<file path="src/sv/move_order_history_table_assert.svh">
// Assertion macros for the move order history table.
// Depends on a clock named clock and a reset named reset in the including module.
`ifndef MOVE_ORDER_HISTORY_TABLE_ASSERT_SVH
`define MOVE_ORDER_HISTORY_TABLE_ASSERT_SVH

// Same-cycle implication.
`define MOHT_ASSERT_NOW(label, ante, cons) \
   label: assert property (@(posedge clock) disable iff (reset) (ante) |-> (cons)) \
      else $error("move order history table: same-cycle check failed");

// Next-cycle implication.
`define MOHT_ASSERT_NEXT(label, ante, cons) \
   label: assert property (@(posedge clock) disable iff (reset) (ante) |=> (cons)) \
      else $error("move order history table: next-cycle check failed");

`endif

</file>
<file path="src/sv/moht_ram.sv">
// Generic single-write, single-read RAM with registered read data.
// No dependencies.
module moht_ram #(
   parameter int WIDTH = 8,
   parameter int DEPTH = 256
) (
   input  logic                     clock,
   input  logic                     wr_en,
   input  logic [$clog2(DEPTH)-1:0] wr_addr,
   input  logic [WIDTH-1:0]         wr_data,
   input  logic [$clog2(DEPTH)-1:0] rd_addr,
   output logic [WIDTH-1:0]         rd_data
);

   logic [WIDTH-1:0] mem_ff [DEPTH];
   logic [WIDTH-1:0] rd_data_ff;

   always_ff @(posedge clock) begin
      if (wr_en) begin
         mem_ff[wr_addr] <= wr_data;
      end
      rd_data_ff <= mem_ff[rd_addr];
   end

   assign rd_data = rd_data_ff;

endmodule

</file>
<file path="config.mk">
export PLATFORM = sky130hd
export DESIGN_NAME = moht_ram
export DESIGN_NICKNAME = d
export VERILOG_FILES = /design/src/sv/move_order_history_table_assert.svh /design/src/sv/moht_ram.sv
export SDC_FILE = /design/constraint.sdc
export NUM_CORES = 2
export LEC_CHECK = 0
export BUFFER_PORTS_ARGS = -buffer_cell sky130_fd_sc_hd__buf_2
export CORE_ASPECT_RATIO = 0.9
export CORE_MARGIN = 1.5
export CORE_UTILIZATION = 50
export DETAILED_ROUTE_END_ITERATION = 10
export GPL_TIMING_DRIVEN = 0
export PLACE_DENSITY = 0.72
export SLEW_MARGIN = 20
export SYNTH_ARGS = -nofsm -noshare
export SYNTH_HDL_FRONTEND = slang
export SYNTH_SLANG_ARGS = --single-unit
</file>
<file path="constraint.sdc">
create_clock -name clock -period 5.7 [get_ports clock]
set_clock_uncertainty 0.2 [all_clocks]
set_input_delay 1.14 -clock clock [delete_from_list [all_inputs] [get_ports clock]]
set_output_delay 1.14 -clock clock [all_outputs]
set_load 0.02 [all_outputs]
</file>
==> results.toml <==
[power]
p_seq_frac = 0.544
leakage_nw = 27.2
ir_drop_v = 0.000333
internal_power_w = 0.0238
p_comb_frac = 0.059
power_density_nw_per_um2 = 345
p_sw_w = 0.00680
p_sw_frac = 0.222
p_clk_frac = 0.397
power.total_w = 0.0306

[timing]
max_slew.worst_pin.slew_ps = 1280
hold_viol_final = 0
post-route-min-period_ps = 5460
max_freq_mhz = 183
drv_slew = 0
finalSetupViolations = 0
layout_setup_ws_ps = 244
fin_crit_sh = 0.957
rsz0062_at_grt = "no"
relSlewSlack = 0.144
fin_hold_ws_ps = 330

[logic_synthesis]
synth_edf_count = 2048
syn_nets = 3759
yosysSeqAreaShare = 0.775
ys.warnings.count = 0
async_flop_share = 0
syn_area_per_cell_sq_um = 21.3
syn_inst = 3733
syn-cell-area_sq_um = 79600
synth.area.top_cells = "edfxtp_1, mux4_2, mux2i_1"
ys.flop_type = "edfxtp_1"
synth_top_area_frac = 0.773
yosys.area.top_type = "edfxtp_1"
ys_seq_elements = 2056
synth.distinct_cells = 55

[layout]
multiInputGateArea_sq_um = 16500
layout_commonest_cell = "edfxtp_1"
regArea_sq_um = 61700
final_cell_mix = "edfxtp_1, mux4_2, nor2_1, clkbuf_16, clkbuf_1"
fin_area_sq_um = 88700
fin_cells = 6218
fin_nets = 3993
synthToLayoutAreaGrowth_pct = 11.5
drive_above_1_share = 0.219
nFillCells = 11400

[clock_tree]
ctsResizeCount = 0
cts_tree = "built"
clkTransAtPathRegs_ps = 60
post-cts-setup-buffers = 0
clockRootBuffer = "clkbuf_16"
cts_hold_repair.buffers = 0
numCtsBuffers = 188
cts.sinks = 2056
clk_path_buf_depth = 3
clk_latency_ps = 850
h-tree-depth = 4

[place]
dp.cells = 5875
io_buffers = 26
place_area_sq_um = 82900
hpwl_um = 154000
place_ws_ps = -388
gp_congestion = 0.963

[critical_path]
worstPathMaxFanout = 10
arrival_ps = 5900
critical_path.endpoint_type = "flip-flop"
required_ps = 6140
crit_type = "input port to flip-flop"
cp-start-kind = "input port"

[routing]
avgViaCountPerCell = 6.80
firstDrtPassIters = 7
vias = 42300
drt-wirelength-per-cell_um = 37.5
ant_nets = 0
drcViolationCount = 0
drt-total-wl_um = 233000
first_iter_violations = 7626

[floorplan]
core_sq_um = 158000
initial_core_util = 0.505
die_area_sq_um = 162000
die-width_um = 423
die_h_um = 381
row_count = 138
ios = 34

[global_route]
met2_usage = 0.408
grt_busiest_layer = "met2"
grt_max_degree = 142
antenna_found_initial = 20
grt_pass1_vias = 40400
grt_pass1_wl_um = 318000
grt.met1_usage = 0.392
grt_overflow = 0
gr-usage-met3 = 0.109
track_usage = 0.287

[worst_hold_path]
min-delay-path-class = "input port to flip-flop"

[run_status]
outcome = "completed"

[run]
drv_cap = 0
==> metrics by stage <==
step,utilization,setup TNS [ps]
after global placement,0.522,-2240
after global routing,0.563,0
after CTS,0.562,0
after detailed placement,0.526,-1240
after floorplan,-,0
final,0.563,0
==> logic make-up after synthesis <==
| group | count (synthesis) | share of synthesized area |
|---|---|---|
| AND/OR/NAND/NOR | 466 | 0.0263 |
| multiplexers | 591 | 0.146 |
| flip-flops | 2056 | 0.775 |
| buffers and inverters | 235 | 0.0183 |
| AO/OA/AOI/OAI | 385 | 0.0342 |
==> Yosys cell counts, drive strengths merged, types with 6 or more instances <==
cell / number
edfxtp: 2048
o21ai: 12
nor3: 22
mux4: 456
a211oi: 16
mux2i: 134
dfxtp: 8
a22oi: 133
nand2b: 8
nor2: 282
o221ai: 47
clkbuf: 111
a221oi: 14
nand4: 10
nand2: 33
buf: 122
nor2b: 31
o22ai: 28
o211ai: 10
nand3: 34
a22o: 8
nor4: 27
and2: 6
a21oi: 96
==> area by class of cell <==
class                           count  area share
Antenna cell                        5    0.000141
Tap cell                         2100      0.0296
Clock inverter                     91     0.00865
Inverter                            2   0.0000846
Clock buffer                      245      0.0564
Multi-Input combinational cell   1442       0.186
Sequential cell                  2056       0.695
Buffer                            233      0.0168
Timing Repair Buffer               44     0.00725
==> power groups by stage <==
stage | sequential [W] | combinational, W | clock [W]
4_1_cts | 0.0167 | 0.00174 | 0.0121
3_5_place_dp | 0.0170 | 0.00174 | 0
3_3_place_gp | 0.0171 | 0.00166 | 0
5_1_grt | 0.0167 | 0.00183 | 0.0127
6_report | 0.0167 | 0.00181 | 0.0122
2_1_floorplan | 0.0170 | 0.000810 | 0
==> path summary, 6_finish.rpt <==
check,startpoint,end,slack (ps),cells after the start
worst max-delay path,rd_addr[2],rd_data[3],240,9
worst min-delay path,wr_data[7],mem_ff[110][7],330,1
worst max register to register,mem_ff[210][5],rd_data[5],2020,6
worst min register to register,mem_ff[183][7],rd_data[7],1300,5
==> sequential cells by signal, indices dropped and copies added (netlist names) <==
register  count
mem_ff     2048
rd_data       8
==> critical path, cell delays in order <==
cell      delay (ps)
buf_2            160
buf_2            300
nor2b_1          660
clkbuf_1         780
clkbuf_1         870
a22oi_1          410
a21oi_1          390
nor3_1           180
nor4_1           990
==> layer usage <==
layer / vias up / share of wire
met5: - / 0.00082
met4: 22 / 0.054
met3: 570 / 0.15
met2: 3554 / 0.44
met1: 22000 / 0.36
li1: 16200 / -
Power figures use the tool's default switching activity.
